### src/hw/rtl/dqp_pkg.sv
// Package for the DNS query parser: channel payload types, status codes,
// parse phases and header/question constants. No dependencies.
`default_nettype none

package dqp_pkg;

    localparam int MAX_MESSAGE_BYTES = 512;
    localparam int POS_W = $clog2(MAX_MESSAGE_BYTES);

    localparam logic [POS_W-1:0] POS_LAST   = POS_W'(MAX_MESSAGE_BYTES - 1);
    localparam logic [POS_W-1:0] POS_ID_HI  = POS_W'(0);
    localparam logic [POS_W-1:0] POS_ID_LO  = POS_W'(1);
    localparam logic [POS_W-1:0] POS_FL_HI  = POS_W'(2);
    localparam logic [POS_W-1:0] POS_FL_LO  = POS_W'(3);
    localparam logic [POS_W-1:0] POS_QD_HI  = POS_W'(4);
    localparam logic [POS_W-1:0] POS_QD_LO  = POS_W'(5);
    localparam logic [POS_W-1:0] POS_HDR_END = POS_W'(11);

    localparam logic [15:0] FLAG_QR_MASK     = 16'h8000;
    localparam logic [15:0] FLAG_OPCODE_MASK = 16'h7800;
    localparam logic [7:0]  LEN_PTR_MASK     = 8'hc0;
    localparam logic [15:0] QDCOUNT_ONE      = 16'd1;
    localparam logic [15:0] QTYPE_A          = 16'd1;
    localparam logic [15:0] QTYPE_AAAA       = 16'd28;
    localparam logic [15:0] QTYPE_ANY        = 16'd255;
    localparam logic [15:0] QCLASS_IN        = 16'd1;
    localparam logic [15:0] QCLASS_ANY       = 16'd255;
    localparam logic [8:0]  NAME_LEN_MAX     = 9'd511;
    localparam logic [5:0]  QUESTION_BYTES   = 6'd4;

    typedef enum logic [1:0] {
        ST_OK          = 2'd0,
        ST_MALFORMED   = 2'd1,
        ST_UNSUPPORTED = 2'd2
    } status_t;

    typedef enum logic [5:0] {
        PH_HEADER   = 6'b000001,
        PH_LENGTH   = 6'b000010,
        PH_LABEL    = 6'b000100,
        PH_QUESTION = 6'b001000,
        PH_DONE     = 6'b010000,
        PH_ERROR    = 6'b100000
    } phase_t;

    typedef struct packed {
        logic [7:0] data_byte;
        logic       last_byte;
    } byte_item_t;

    typedef struct packed {
        status_t     status;
        logic [15:0] query_id;
        logic [3:0]  opcode;
        logic        recursion_desired;
        logic        query_type;
        logic [8:0]  name_bytes;
    } result_t;

endpackage

`default_nettype wire

### src/hw/rtl/dqp_byte_if.sv
// Byte channel into the parser: valid/ready plus one message byte.
// Depends on dqp_pkg.
`default_nettype none

interface dqp_byte_if;
    import dqp_pkg::*;

    logic       valid;
    logic       ready;
    byte_item_t item;

    modport source (output valid, output item, input ready);
    modport sink   (input valid, input item, output ready);
endinterface

`default_nettype wire

### src/hw/rtl/dqp_result_if.sv
// Result channel out of the parser: valid/ready plus one verdict.
// Depends on dqp_pkg.
`default_nettype none

interface dqp_result_if;
    import dqp_pkg::*;

    logic    valid;
    logic    ready;
    result_t item;

    modport source (output valid, output item, input ready);
    modport sink   (input valid, input item, output ready);
endinterface

`default_nettype wire

### src/hw/rtl/dqp_parser_core.sv
// Per-byte parse state and next-state logic for header, QNAME and question.
// Produces the verdict for the byte being stepped. Depends on dqp_pkg.
`default_nettype none

module dqp_parser_core (
    input  wire                  clk,
    input  wire                  rst_n,
    input  wire                  step,
    input  dqp_pkg::byte_item_t  item,
    output dqp_pkg::result_t     result
);
    import dqp_pkg::*;

    logic [POS_W-1:0] pos_reg, pos_next, pos_upd;
    phase_t           phase_reg, phase_next, phase_upd;
    logic [15:0]      id_reg, id_next, id_upd;
    logic [15:0]      flags_reg, flags_next, flags_upd;
    logic [15:0]      qdcount_reg, qdcount_next, qdcount_upd;
    logic [5:0]       lrem_reg, lrem_next, lrem_upd;
    logic [8:0]       nlen_reg, nlen_next, nlen_upd;
    logic [31:0]      qf_reg, qf_next, qf_upd;
    status_t          err_reg, err_next, err_upd;

    logic [7:0]       b;
    logic [5:0]       lrem_dec;
    logic [5:0]       qcount;
    logic [31:0]      qf_shift;
    logic [8:0]       nlen_inc;

    assign b        = item.data_byte;
    assign lrem_dec = lrem_reg - 6'd1;
    assign qcount   = lrem_reg + 6'd1;
    assign qf_shift = {qf_reg[23:0], b};
    assign nlen_inc = (nlen_reg < NAME_LEN_MAX) ? nlen_reg + 9'd1 : nlen_reg;

    always_comb
    begin
        pos_upd     = pos_reg;
        phase_upd   = phase_reg;
        id_upd      = id_reg;
        flags_upd   = flags_reg;
        qdcount_upd = qdcount_reg;
        lrem_upd    = lrem_reg;
        nlen_upd    = nlen_reg;
        qf_upd      = qf_reg;
        err_upd     = err_reg;

        if (step)
        begin
            unique case (phase_reg)
                PH_HEADER:
                begin
                    unique case (pos_reg)
                        POS_ID_HI: id_upd[15:8]      = b;
                        POS_ID_LO: id_upd[7:0]       = b;
                        POS_FL_HI: flags_upd[15:8]   = b;
                        POS_FL_LO: flags_upd[7:0]    = b;
                        POS_QD_HI: qdcount_upd[15:8] = b;
                        POS_QD_LO: qdcount_upd[7:0]  = b;
                        default: ;
                    endcase
                    if (pos_reg == POS_HDR_END)
                    begin
                        priority if ((flags_reg & FLAG_QR_MASK) != 16'd0)
                        begin
                            phase_upd = PH_ERROR;
                            err_upd   = ST_MALFORMED;
                        end
                        else if ((flags_reg & FLAG_OPCODE_MASK) != 16'd0 ||
                                 qdcount_reg != QDCOUNT_ONE)
                        begin
                            phase_upd = PH_ERROR;
                            err_upd   = ST_UNSUPPORTED;
                        end
                        else
                        begin
                            phase_upd = PH_LENGTH;
                        end
                    end
                end
                PH_LENGTH:
                begin
                    nlen_upd = nlen_inc;
                    priority if (b == 8'd0)
                    begin
                        lrem_upd  = 6'd0;
                        phase_upd = PH_QUESTION;
                    end
                    else if ((b & LEN_PTR_MASK) != 8'd0)
                    begin
                        phase_upd = PH_ERROR;
                        err_upd   = ST_UNSUPPORTED;
                    end
                    else
                    begin
                        lrem_upd  = b[5:0];
                        phase_upd = PH_LABEL;
                    end
                end
                PH_LABEL:
                begin
                    nlen_upd = nlen_inc;
                    lrem_upd = lrem_dec;
                    if (lrem_dec == 6'd0)
                        phase_upd = PH_LENGTH;
                end
                PH_QUESTION:
                begin
                    qf_upd   = qf_shift;
                    lrem_upd = qcount;
                    if (qcount >= QUESTION_BYTES)
                    begin
                        // ANY is answered as AAAA
                        if (qf_shift[31:16] == QTYPE_ANY)
                            qf_upd[31:16] = QTYPE_AAAA;
                        if (qf_shift[31:16] != QTYPE_ANY && qf_shift[31:16] != QTYPE_A &&
                            qf_shift[31:16] != QTYPE_AAAA)
                        begin
                            phase_upd = PH_ERROR;
                            err_upd   = ST_UNSUPPORTED;
                        end
                        else if (qf_shift[15:0] != QCLASS_IN && qf_shift[15:0] != QCLASS_ANY)
                        begin
                            phase_upd = PH_ERROR;
                            err_upd   = ST_UNSUPPORTED;
                        end
                        else
                        begin
                            phase_upd = PH_DONE;
                        end
                    end
                end
                default: ;
            endcase

            // size bound, checked only while still parsing
            if (phase_upd == PH_HEADER || phase_upd == PH_LENGTH ||
                phase_upd == PH_LABEL || phase_upd == PH_QUESTION)
            begin
                if (pos_reg == POS_LAST)
                begin
                    phase_upd = PH_ERROR;
                    err_upd   = ST_MALFORMED;
                end
                else
                begin
                    pos_upd = pos_reg + POS_W'(1);
                end
            end
        end
    end

    always_comb
    begin
        priority if (err_upd != ST_OK)
            result.status = err_upd;
        else if (phase_upd != PH_DONE)
            result.status = ST_MALFORMED;
        else
            result.status = ST_OK;
        result.query_id          = id_upd;
        result.opcode            = flags_upd[14:11];
        result.recursion_desired = flags_upd[8];
        result.query_type        = (result.status == ST_OK) && (qf_upd[31:16] == QTYPE_AAAA);
        result.name_bytes        = nlen_upd;

        // last byte closes the message: back to the start state
        if (step && item.last_byte)
        begin
            pos_next     = '0;
            phase_next   = PH_HEADER;
            id_next      = '0;
            flags_next   = '0;
            qdcount_next = '0;
            lrem_next    = '0;
            nlen_next    = '0;
            qf_next      = '0;
            err_next     = ST_OK;
        end
        else
        begin
            pos_next     = pos_upd;
            phase_next   = phase_upd;
            id_next      = id_upd;
            flags_next   = flags_upd;
            qdcount_next = qdcount_upd;
            lrem_next    = lrem_upd;
            nlen_next    = nlen_upd;
            qf_next      = qf_upd;
            err_next     = err_upd;
        end
    end

    always_ff @(posedge clk or negedge rst_n)
    begin
        if (!rst_n)
        begin
            pos_reg     <= '0;
            phase_reg   <= PH_HEADER;
            id_reg      <= '0;
            flags_reg   <= '0;
            qdcount_reg <= '0;
            lrem_reg    <= '0;
            nlen_reg    <= '0;
            qf_reg      <= '0;
            err_reg     <= ST_OK;
        end
        else
        begin
            pos_reg     <= pos_next;
            phase_reg   <= phase_next;
            id_reg      <= id_next;
            flags_reg   <= flags_next;
            qdcount_reg <= qdcount_next;
            lrem_reg    <= lrem_next;
            nlen_reg    <= nlen_next;
            qf_reg      <= qf_next;
            err_reg     <= err_next;
        end
    end

endmodule

`default_nettype wire

### src/hw/rtl/dqp_result_reg.sv
// Output register for verdicts: holds one result until the sink takes it.
// Depends on dqp_pkg and dqp_result_if.
`default_nettype none

module dqp_result_reg (
    input  wire               clk,
    input  wire               rst_n,
    input  wire               load,
    input  dqp_pkg::result_t  load_item,
    output logic              free,
    dqp_result_if.source      result_out
);
    import dqp_pkg::*;

    logic    valid_reg, valid_next;
    result_t item_reg;

    assign free = !valid_reg || result_out.ready;

    always_comb
    begin
        if (load)
            valid_next = 1'b1;
        else if (result_out.ready)
            valid_next = 1'b0;
        else
            valid_next = valid_reg;
    end

    always_ff @(posedge clk or negedge rst_n)
    begin
        if (!rst_n)
            valid_reg <= 1'b0;
        else
            valid_reg <= valid_next;
    end

    always_ff @(posedge clk)
    begin
        if (load)
            item_reg <= load_item;
    end

    assign result_out.valid = valid_reg;
    assign result_out.item  = item_reg;

endmodule

`default_nettype wire

### src/hw/rtl/dns_query_parser.sv
// DNS query parser top level: input byte register, parse core, result register.
// Path: the last byte passes through the input byte register, and its verdict is then loaded into the output register.
// Throughput: one byte per cycle; the input stalls only while a finished
// result waits in the output register and the next last byte needs it.
// Reset (rst_n low, asynchronous) empties both registers and returns the
// parser to the start of a message.
`default_nettype none

module dns_query_parser (
    input  wire          clk,
    input  wire          rst_n,
    dqp_byte_if.sink     query_in,
    dqp_result_if.source result_out
);
    import dqp_pkg::*;

    logic       s1_valid_reg, s1_valid_next;
    byte_item_t s1_item_reg;
    logic       s1_adv;
    logic       in_xfer;
    logic       out_free;
    result_t    core_result;

    assign s1_adv         = s1_valid_reg && (!s1_item_reg.last_byte || out_free);
    assign query_in.ready = !s1_valid_reg || s1_adv;
    assign in_xfer        = query_in.valid && query_in.ready;

    always_comb
    begin
        if (in_xfer)
            s1_valid_next = 1'b1;
        else if (s1_adv)
            s1_valid_next = 1'b0;
        else
            s1_valid_next = s1_valid_reg;
    end

    always_ff @(posedge clk or negedge rst_n)
    begin
        if (!rst_n)
            s1_valid_reg <= 1'b0;
        else
            s1_valid_reg <= s1_valid_next;
    end

    always_ff @(posedge clk)
    begin
        if (in_xfer)
            s1_item_reg <= query_in.item;
    end

    dqp_parser_core u_core (
        .clk    (clk),
        .rst_n  (rst_n),
        .step   (s1_adv),
        .item   (s1_item_reg),
        .result (core_result)
    );

    dqp_result_reg u_out (
        .clk        (clk),
        .rst_n      (rst_n),
        .load       (s1_adv && s1_item_reg.last_byte),
        .load_item  (core_result),
        .free       (out_free),
        .result_out (result_out)
    );

endmodule

`default_nettype wire

### src/flat_wrapper.sv
// flat-port wrapper written by rule: the top's interface ports become plain ports
module dns_query_parser_flat import dqp_pkg::*;
  (clk, rst_n, query_in_valid, query_in_item, query_in_ready, result_out_valid, result_out_item, result_out_ready);
  dqp_byte_if query_in_i ();
  dqp_result_if result_out_i ();
  input  wire clk;
  input  wire rst_n;
  input wire logic [$bits(query_in_i.valid)-1:0] query_in_valid;
  input wire logic [$bits(query_in_i.item)-1:0] query_in_item;
  output wire logic [$bits(query_in_i.ready)-1:0] query_in_ready;
  output wire logic [$bits(result_out_i.valid)-1:0] result_out_valid;
  output wire logic [$bits(result_out_i.item)-1:0] result_out_item;
  input wire logic [$bits(result_out_i.ready)-1:0] result_out_ready;
  assign query_in_i.valid = query_in_valid;
  assign query_in_i.item = query_in_item;
  assign query_in_ready = query_in_i.ready;
  assign result_out_valid = result_out_i.valid;
  assign result_out_item = result_out_i.item;
  assign result_out_i.ready = result_out_ready;
  dns_query_parser u_core (.clk(clk), .rst_n(rst_n), .query_in(query_in_i), .result_out(result_out_i));
endmodule
### config.mk
export PLATFORM = sky130hd
export DESIGN_NAME = dns_query_parser_flat
export DESIGN_NICKNAME = d
export VERILOG_FILES = /design/src/hw/rtl/dqp_pkg.sv /design/src/hw/rtl/dqp_byte_if.sv /design/src/hw/rtl/dqp_result_if.sv /design/src/hw/rtl/dqp_parser_core.sv /design/src/hw/rtl/dqp_result_reg.sv /design/src/hw/rtl/dns_query_parser.sv /design/src/flat_wrapper.sv
export SDC_FILE = /design/constraint.sdc
export NUM_CORES = 1
export LEC_CHECK = 0
export ABC_AREA = 0
export BUFFER_PORTS_ARGS = -buffer_cell sky130_fd_sc_hd__buf_2
export CAP_MARGIN = 40
export CORE_ASPECT_RATIO = 2
export CORE_MARGIN = 2
export CORE_UTILIZATION = 30
export DETAILED_ROUTE_END_ITERATION = 10
export PLACE_DENSITY_LB_ADDON = 0.15
export SLEW_MARGIN = 30
export SYNTH_ARGS = -nofsm -noshare
export SYNTH_HDL_FRONTEND = slang
export SYNTH_HIERARCHICAL = 1
export SYNTH_SLANG_ARGS = --single-unit
### constraint.sdc
create_clock -name clk -period 3.98 [get_ports clk]
set_input_delay 0.796 -clock clk [delete_from_list [all_inputs] [get_ports clk]]
set_output_delay 0.796 -clock clk [all_outputs]
set_load 0.02 [all_outputs]
==> results of run 1 <==
-- worst max-delay path by stage --
stage,start,to
5_1_grt,u_core/s1_item_reg[3]$_DFFE_PP_,u_core/u_out/result_out.item[31]$_DFFE_PP_
3_3_place_gp,result_out_ready,u_core/u_core/pos_reg[3]$_DFFE_PN0P_
6_report,u_core/s1_item_reg[3]$_DFFE_PP_,u_core/u_out/result_out.item[31]$_DFFE_PP_
4_1_cts,u_core/s1_item_reg[3]$_DFFE_PP_,u_core/u_out/result_out.item[31]$_DFFE_PP_
2_1_floorplan,result_out_ready,u_core/u_core/pos_reg[2]$_DFFE_PN0P_
3_5_place_dp,result_out_ready,u_core/u_core/pos_reg[3]$_DFFE_PN0P_
-- cell type report --
class / count / area share (%)
flip-flops and latches: 146 / 48.57
multi-input cells: 433 / 34.81
clock buffers: 20 / 5.487
repair buffers: 65 / 4.890
well taps: 276 / 4.340
clock inverters: 12 / 1.336
inverters: 12 / 0.5660
-- worst max-delay path: stages (launching register included) --
cell and delay [ns]:
edfxtp_1 0.62, nor4_1 0.39, nand2_1 0.11, a2111oi_0 0.71, a21oi_1 0.19, o22ai_1 0.21, nand4_1 0.11, or3_1 0.44
nand2_1 0.08, nand3_1 0.06
-- kinds of logic (layout without fill, tap and decap cells) --
group	after synthesis	count (layout)	share of synthesized area [%]
buf+inv	38	109	2.395
flops	146	146	56.91
compound gates	127	127	12.44
xor+xnor	11	11	1.419
fa+ha+maj	9	9	1.658
simple gates	260	260	20.95
mux	26	26	4.237
-- layer usage --
| layer | share of wire (%) | vias to the layer above | track usage (%) |
|---|---|---|---|
| met4 | 4.7 | 0 | 9.542 |
| met5 | 0 | - | 0 |
| li1 | - | 2350 | - |
| met1 | 35 | 2487 | 16.17 |
| met2 | 57 | 120 | 31.12 |
| met3 | 3.1 | 39 | 3.804 |
-- cell usage in the layout (no fill, tap or decap), types with 9 or more instances in the layout --
cell and count:
buf_2 46, and3_1 12, mux2_2 22, o21ai_0 36, nor2_1 35, nand3_1 16, a22o_1 17, inv_1 12
nor4_1 11, dfrtp_1 103, nand2_1 80, buf_4 17, edfxtp_1 42, and2_1 34, ha_1 9, nor3_1 17
a21oi_1 28, clkbuf_16 17
-- metrics by stage --
stage / instance area, um^2 / hold slack [ns] / power (mW) / utilization [%]
final: 7958 / 0.3743 / 4.002 / 35.91
after global routing: 7958 / 0.4260 / 4.201 / 35.91
after CTS: 7958 / 0.3902 / 4.074 / 35.91
after detailed placement: 7415 / 0.4715 / 2.564 / 33.46
after global placement: 7377 / 0.4633 / 2.536 / 33.29
after floorplan: 6792 / 0.4420 / 2.317 / -
-- power by group --
group          internal, mW  switching (mW)
sequential             1.78           0.102
clock                 0.859           0.623
combinational         0.281           0.361
total                  2.92            1.09
==> results.md, run 1 <==
* Final nets at 697
* Fillers at 2242
* WS Path Type: reg2reg
* Final Max Tran Viols at 0
* Worst EP required at 4.15 ns
* Synth-to-layout area growth at 17.17%
* Flop2flop setup slack at 0.80 ns
* Row count at 77
* Global route total overflow at 0
* DRT Pass-1 Iters at 5
* I/O Pins at 48
* Netlist cell types at 76
* Setup TNS at 0 ns
* Fin. Hold Viols at 0
* Area share of the largest cell type after synthesis at 37.95%
* # port buffers at 47
* Post-route clock period utilization at between 70 and 80%
* FF/Latch Area at 3865 um^2
* Seq/Total Area, Yosys at 56.91%
* FF-to-FF End: u_core/u_out/result_out.item[31]$_DFFE_PP_
* Status: complete, no violations
* Worst vdd ir at between 0.3 and 0.4 mV
* Largest register FFs at 33
* Mean post-synth cell area at around 11 um^2
* Pin count of the biggest net entering global routing at 73
* Routed length per instance at 19.50 um
* Number of remaining DRC errors at 0
* Antenna cells at 0
* Reg2Reg Launch Point: u_core/s1_item_reg[3]$_DFFE_PP_
* Post-synth top area cell: dfrtp_1
* Via count at ~5000
* Most frequent cell after synthesis: dfrtp_1
* CTS H-tree lvls at 4
* Slew headroom at between 40 and 50%
* Syn Nets at 639
* Largest fanout on the critical path at 7
* Post-CTS setup buffers at 0
* Primary FF master, synth: dfrtp_1
* DRT Wirelength at 18800 um
* Initial core utilization at between 30% and 40%
* Share of layout cells above drive strength 1 at 19.77%
* Synth warnings at 6
* FF-to-FF path depth at 9
* Dpl hpwl at ~14000 um
* Async S/R FF share, synth at 71.23%
* CP endpoint kind: flop
* Post-CTS Resized at 0
* Skew-Pair Late Insertion Delay at 0.43 ns
* Die Area at 23930 um^2
* Worst slew pin tran at about 0.83 ns
* Synth Cell Area at 6792 um^2
* Final antenna-violating net count at 0
* Synth Register Bits at 146
* Die height at 216.8 um
* Area of the core at 22160 um^2
* Gr usage total at 16.71%
* Final setup margin at between 0.8 and 0.9 ns
* Placed insts at just over 900
* Min Clock Period, post-route at about 3.2 ns
* Global-route wire length before repair at 29120 um
* FMAX at 0.3149 GHz
* Pre-CTS setup slack at 0.5934 ns
* Clock slew seen by the registers of the worst setup and hold paths at roughly 0.060 ns
* Die X-Extent at 110.4 um
* Synthesized netlist cell count at 617
* RD Place Congestion at 0.9602
* Initial antenna violation count at 0
* Layout Cells excl Fill at 964
* Initial DRC count at 230
* Clock Skew at approximately 0.007 ns
* Num CTS Buffers at 17
* Number of global-route vias before repair at approximately 5200
* Crit path DAT at 3.35 ns
* DR vias/cell at approximately 5.2
* Multi-input logic area at 2770 um^2
* Lkg Pwr at 3.416 nW
* Setup crit start kind: flop
* RSZ-0062 raised after global routing: no
* Clock Tree Root: clkbuf_16
* Number of synthesized flops with an enable pin at 42
* CTS tree: yes
* Hold buffer count at CTS at 0
* Count of final setup violators at 0
* CTS sink count at between 100 and 150
* Max Cap Viol at 0
* Max Root-Sink Buffers at 2
* Worst Hold Class: in2async
* Top cells by count, synth: dfrtp_1 (103), nand2_1 (80), edfxtp_1 (42)
* Area contributors post-synth: dfrtp_1 (38%), edfxtp_1 (19%), nand2_1 (4.4%), mux2_2 (3.6%), and2_1 (3.1%)
* Cell Pwr Density at 502.9 nW/um^2
Note: power is estimated with default switching activity, not from simulation.
==> inputs of run 2 (changes only) <==
==> constraint.sdc (replaced) <==
create_clock -name clk -period 3 [get_ports clk]
set_input_delay 0.6 -clock clk [delete_from_list [all_inputs] [get_ports clk]]
set_output_delay 0.6 -clock clk [all_outputs]
set_load 0.02 [all_outputs]
==> results.md, run 2 (synthesis results as in run 1) <==
* Area of the core at about 22000 um^2
* Routed length per instance at 19.98 um
* Count of final setup violators at 0
* Share of layout cells above drive strength 1 at 26.36%
* Min Clock Period, post-route at 2.870 ns
* Die X-Extent at 110.4 um
* Dpl hpwl at 14980 um
* Max Root-Sink Buffers at 2
* Clock slew seen by the registers of the worst setup and hold paths at roughly 0.060 ns
* Worst vdd ir at 0.3988 mV
* Setup crit start kind: flop
* I/O Pins at 48
* Multi-input logic area at 2836 um^2
* FMAX at about 0.35 GHz
* Fin. Hold Viols at 0
* Global route total overflow at 0
* Initial core utilization at 30.65%
* Row count at just under 80
* Crit path largest cell delay at 0.52 ns
* Reg2Reg Launch Point: u_core/u_core/flags_reg[11]$_DFF_PN0_
* Global-route wire length before repair at roughly 32000 um
* FF-to-FF path depth at 10
* Fillers at ~2200
* Die height at around 220 um
* Sw Ratio at 26.99%
* CP endpoint kind: flop
* Int Power at approximately 4 mW
* Commonest non-fill, non-tap cell in the layout: dfrtp_1
* Largest fanout on the critical path at 8
* CTS sink count at around 150
* Post-route clock period utilization at 95.66%
* Final setup margin at 0.1302 ns
* Via count at 5219
* # port buffers at 47
* Number of remaining DRC errors at 0
* Tot Pwr at 5.585 mW
* Worst Hold Class: in2async
* Number of global-route vias before repair at 5611
* Clock Skew at 0.01118 ns
* DRT Wirelength at 20220 um
* Die Area at 23930 um^2
* RD Place Congestion at approximately 0.96
* Pre-CTS setup slack at -0.1200 ns
* Worst EP required at ~3.4 ns
* DRT Pass-1 Iters at 4
* Max Cap Viol at 0
* Final antenna-violating net count at 0
* Largest register FFs at 33
* CTS H-tree lvls at 4
* Initial antenna violation count at 0
* Hold_ws at 0.1494 ns
* Most frequent cells in the layout: dfrtp_1 (102), nand2_1 (80), buf_4 (66)
* FF-to-FF End: u_core/u_core/pos_reg[3]$_DFFE_PN0P_
* Combinational fraction of design power at 16.6%
* Skew-Pair Late Insertion Delay at 0.44 ns
* CTS tree: yes
* Antenna cells at 0
* Status: complete, no violations
* Lkg Pwr at about 3.7 nW
* Clock power share at 38.9%
* Worst slew pin tran at 0.7625 ns
* Worst path cell trace: nor4_1 > nand3_1 > nor2_1 > o21ai_0 > buf_4 > nor4b_1 > buf_4 > o21ai_2 > or4_1 > nand2_1
* Clock Tree Root: clkbuf_16
* Num CTS Buffers at 17
* Final nets at about 750
* Crit path DAT at 3.25 ns
* Crit-path slowest cell: or4_1
* Pin count of the biggest net entering global routing at 45
* Slew headroom at 48.63%
* Final Max Tran Viols at 0
* Synth-to-layout area growth at 24.15%
* WS Path Type: reg2reg
* DR vias/cell at 5.157
* FF/Latch Area at between 3000 and 4000 um^2
* Crit path top cell by count: buf_4
* Switching Power at around 1.5 mW
* Gr usage total at 18.16%
* Initial DRC count at 205
* Hold buffer count at CTS at 0
* Cell Pwr Density at 662.4 nW/um^2
* Sequential cell fraction of total power at 44.5%
* Flop2flop setup slack at 0.13 ns
* RSZ-0062 raised after global routing: no
==> run 2: cell count changes in the layout (fill, tap and decap cells not counted), sizes merged <==
cell / change
buf: +48
bufinv: +2
clkinv: -2
clkinvlp: +1
inv: -1
==> run 2: worst max-delay path by stage <==
stage	from	end	slack (ns)	depth (start not counted)
floorplan	u_core/u_core/pos_reg[1]$_DFFE_PN0P_	u_core/u_out/result_out.item[31]$_DFFE_PP_	0.36	9
global placement	u_core/u_core/pos_reg[1]$_DFFE_PN0P_	u_core/u_out/result_out.item[31]$_DFFE_PP_	-0.10	9
detailed placement	u_core/u_core/pos_reg[1]$_DFFE_PN0P_	u_core/u_core/err_reg[1]$_DFF_PN0_	-0.12	9
CTS	u_core/u_core/phase_reg[0]$_DFF_PN1_	u_core/u_core/err_reg[1]$_DFF_PN0_	0.04	8
global route	u_core/u_core/lrem_reg[0]$_DFFE_PN0P_	u_core/u_core/pos_reg[2]$_DFFE_PN0P_	0.02	9
finish	u_core/u_core/flags_reg[11]$_DFF_PN0_	u_core/u_core/pos_reg[3]$_DFFE_PN0P_	0.13	10
==> run 2: critical path, delay by kind of cell, from the launching register on <==
kind / cells / cell delay, ns
flip-flops: 1 / 0.38
buffers and inverters: 2 / 0.39
AO/OA/AOI/OAI: 2 / 0.24
AND/OR/NAND/NOR: 6 / 1.79
==> run 2: stage by stage <==
stage | setup TNS (ns) | util (%) | area [um^2] | std cells
floorplan | 0 | - | 6792 | 617
global placement | -0.6862 | 34.94 | 7742 | 977
detailed placement | -0.7211 | 35.03 | 7762 | 978
CTS | 0 | 37.84 | 8384 | 1011
global route | 0 | 38.05 | 8432 | 1012
finish | 0 | 38.05 | 8432 | 1012
==> run 2: timing repair <==
item                                    CTS  global route
buffers inserted                          1             1
pin swaps                                 1             1
cloned                                    0             0
endpoints found under the setup margin   18            15
gates resized for setup                   3             9
==> run 2: layer usage <==
| layer | part of all wire, % | vias up | track usage [%] |
|---|---|---|---|
| met2 | 60 | 81 | 35.54 |
| li1 | - | 2453 | - |
| met4 | 3.2 | 0 | 8.000 |
| met3 | 2.2 | 33 | 3.414 |
| met1 | 35 | 2652 | 17.55 |
| met5 | 0 | - | 0 |
==> run 2: cell type report <==
type	count	share of cell area, %
Clock buffer	20	5.179
Clock inverter	12	1.855
Inverter	12	0.5342
Multi-Input combinational cell	433	33.64
Sequential cell	146	45.85
Tap cell	276	4.096
Timing Repair Buffer	113	8.844
==> run 2: power groups by stage <==
stage | clock, mW | combinational (mW) | sequential (mW)
after floorplan | 0 | 0.521 | 2.55
after global placement | 0 | 0.910 | 2.51
after detailed placement | 0 | 0.934 | 2.52
after CTS | 2.24 | 0.942 | 2.49
after global routing | 2.31 | 1.02 | 2.52
final | 2.17 | 0.926 | 2.49
==> inputs of run 3 (changes only) <==
--- a/config.mk
+++ b/config.mk
@@ -13,6 +13,7 @@
 export CORE_UTILIZATION = 30
 export DETAILED_ROUTE_END_ITERATION = 10
 export PLACE_DENSITY_LB_ADDON = 0.15
+export RECOVER_POWER = 25
 export SLEW_MARGIN = 30
 export SYNTH_ARGS = -nofsm -noshare
 export SYNTH_HDL_FRONTEND = slang
==> results.md, run 3 (synthesis results as in run 1) <==
* Final nets at 745
* Post-route clock period utilization at 95.66%
* Hold buffer count at CTS at 0
* Multi-input logic area at 2836 um^2
* Worst path cell trace: nor4_1 > nand3_1 > nor2_1 > o21ai_0 > buf_4 > nor4b_1 > buf_4 > o21ai_2 > or4_1 > nand2_1
* Gr usage total at 18.16%
* Global route total overflow at 0
* Final antenna-violating net count at 0
* WS Path Type: reg2reg
* Clock Skew at 0.01119 ns
* Tot Pwr at 5.584 mW
* FF-to-FF path depth at 10
* Row count at 77
* Crit path buffers/inverters at 2
* CP Depth at 10
* Status: complete, but fails checks
* FMAX at between 0.3 and 0.4 GHz
* Cell Pwr Density at 663.0 nW/um^2
* Setup crit start kind: flop
* # port buffers at between 40 and 50
* I/O Pins at 48
* CTS H-tree lvls at 4
* Worst EP required at 3.38 ns
* Routed length per instance at approximately 20 um
* Worst Hold Class: in2reg
* Crit path top cell by count: buf_4
* Max Cap Viol at 1
* Lkg Pwr at 3.666 nW
* Max Root-Sink Buffers at 2
* Failing checks: max-capacitance violations, max-slew violations
* Number of remaining DRC errors at 0
* Final Max Tran Viols at 40
* CTS tree: yes
* Initial core utilization at 30.65%
* CTS sink count at 146
* RD Place Congestion at ~0.96
* Placed insts at 978
* Share of layout cells above drive strength 1 at 25.95%
* RSZ-0062 raised after global routing: no
* Synth-to-layout area growth at 24.02%
* Worst slew pin tran at 2.429 ns
* WHS Path Cells at 1
* Crit path largest cell delay at 0.52 ns
* Global-route wire length before repair at between 30000 and 40000 um
* CP endpoint kind: flop
* Setup TNS at 0 ns
* Area of the core at 22160 um^2
* Initial antenna violation count at 0
* DRT Pass-1 Iters at 4
* Num CTS Buffers at 17
* Die X-Extent at 110.4 um
* Via count at 5221
* Largest register FFs at 33
* Clock slew seen by the registers of the worst setup and hold paths at 0.06 ns
* Top delay family on crit path: simple AND/OR/NAND/NOR gates
* Largest fanout on the critical path at 8
* DR vias/cell at 5.159
* Clock Tree Root: clkbuf_16
* Commonest non-fill, non-tap cell in the layout: dfrtp_1
* Slew headroom at -61.94%
* Die Area at 23930 um^2
* Layout Cells excl Fill at 1012
* Initial DRC count at 208
* Count of final setup violators at 0
* Number of global-route vias before repair at 5611
* Dpl hpwl at ~15000 um
* Worst vdd ir at 0.3988 mV
* Pin count of the biggest net entering global routing at 45
* Crit-path slowest cell: or4_1
* Die height at approximately 220 um
* DRT Wirelength at 20210 um
* FF/Latch Area at 3866 um^2
* Antenna cells at 0
* Min Clock Period, post-route at roughly 2.9 ns
* Skew-Pair Late Insertion Delay at about 0.44 ns
* Crit path DAT at 3.25 ns
* Most frequent cells in the layout: dfrtp_1 (102), nand2_1 (80), buf_4 (64)
* Fin. Hold Viols at 0
* Fillers at 2215
## run 3: changes by cell type in the layout (fill, tap and decap cells not counted)
| cell | change |
|---|---|
| buf_2 | -1 |
| buf_4 | -2 |
| clkbuf_1 | +3 |
## run 3: worst register-to-register path, stage by stage, from the launching register on
cell,delay [ns]
dfrtp_1,0.38
nor4_1,0.45
nand3_1,0.21
nor2_1,0.13
o21ai_0,0.14
buf_4,0.19
nor4b_1,0.40
buf_4,0.21
o21ai_2,0.10
or4_1,0.52
nand2_1,0.08
## run 3: where the power goes
group | switching (mW) | total [mW] | internal, mW
registers | 0.131 | 2.49 | 2.36
logic | 0.513 | 0.925 | 0.412
clock network | 0.863 | 2.17 | 1.31
## run 3: final timing paths
check | from | to | slack, ns
max | u_core/u_core/flags_reg[11]$_DFF_PN0_ | u_core/u_core/pos_reg[3]$_DFFE_PN0P_ | 0.13
min | query_in_item[3] | u_core/s1_item_reg[3]$_DFFE_PP_ | 0.33
max reg2reg | u_core/u_core/flags_reg[11]$_DFF_PN0_ | u_core/u_core/pos_reg[3]$_DFFE_PN0P_ | 0.13
min reg2reg | u_core/u_core/qdcount_reg[0]$_DFFE_PN0P_ | u_core/u_core/qdcount_reg[0]$_DFFE_PN0P_ | 0.49
max in group asynchronous | rst_n | u_core/u_core/lrem_reg[1]$_DFFE_PN0P_ | 0.56
min in group asynchronous | rst_n | u_core/u_core/lrem_reg[1]$_DFFE_PN0P_ | 0.89
## run 3: layer usage
layer	vias to the layer above	global-route usage [%]	wire length (um)
li1	2452	-	-
met1	2655	17.55	7070
met2	81	35.54	12050
met3	33	3.414	439
met4	0	8.000	648
met5	-	0	0
## run 3: area by class of cell
class | instances | share of cell area, %
Tap cell | 276 | 4.100
Inverter | 12 | 0.5348
Timing Repair Buffer | 113 | 8.749
Multi-Input combinational cell | 433 | 33.67
Sequential cell | 146 | 45.90
Clock buffer | 20 | 5.184
Clock inverter | 12 | 1.857
## run 3: timing repair
item,in CTS,in global routing
pin swaps,1,1
buffers inserted,1,1
resized for setup,3,9
endpoints found under the hold margin,0,0
setup endpoints to repair,18,15
## run 3: through the flow
step / utilization, % / worst slack [ns] / hold slack (ns) / cell area (um^2)
after global placement: 34.94 / -0.1002 / 0.4656 / 7742
after detailed placement: 35.03 / -0.1200 / 0.4774 / 7762
after global routing: 38.01 / 0.02428 / 0.3165 / 8423
final: 38.01 / 0.1302 / 0.3336 / 8423
after floorplan: - / 0.3642 / 0.3044 / 6792
after CTS: 37.84 / 0.03605 / 0.1577 / 8384
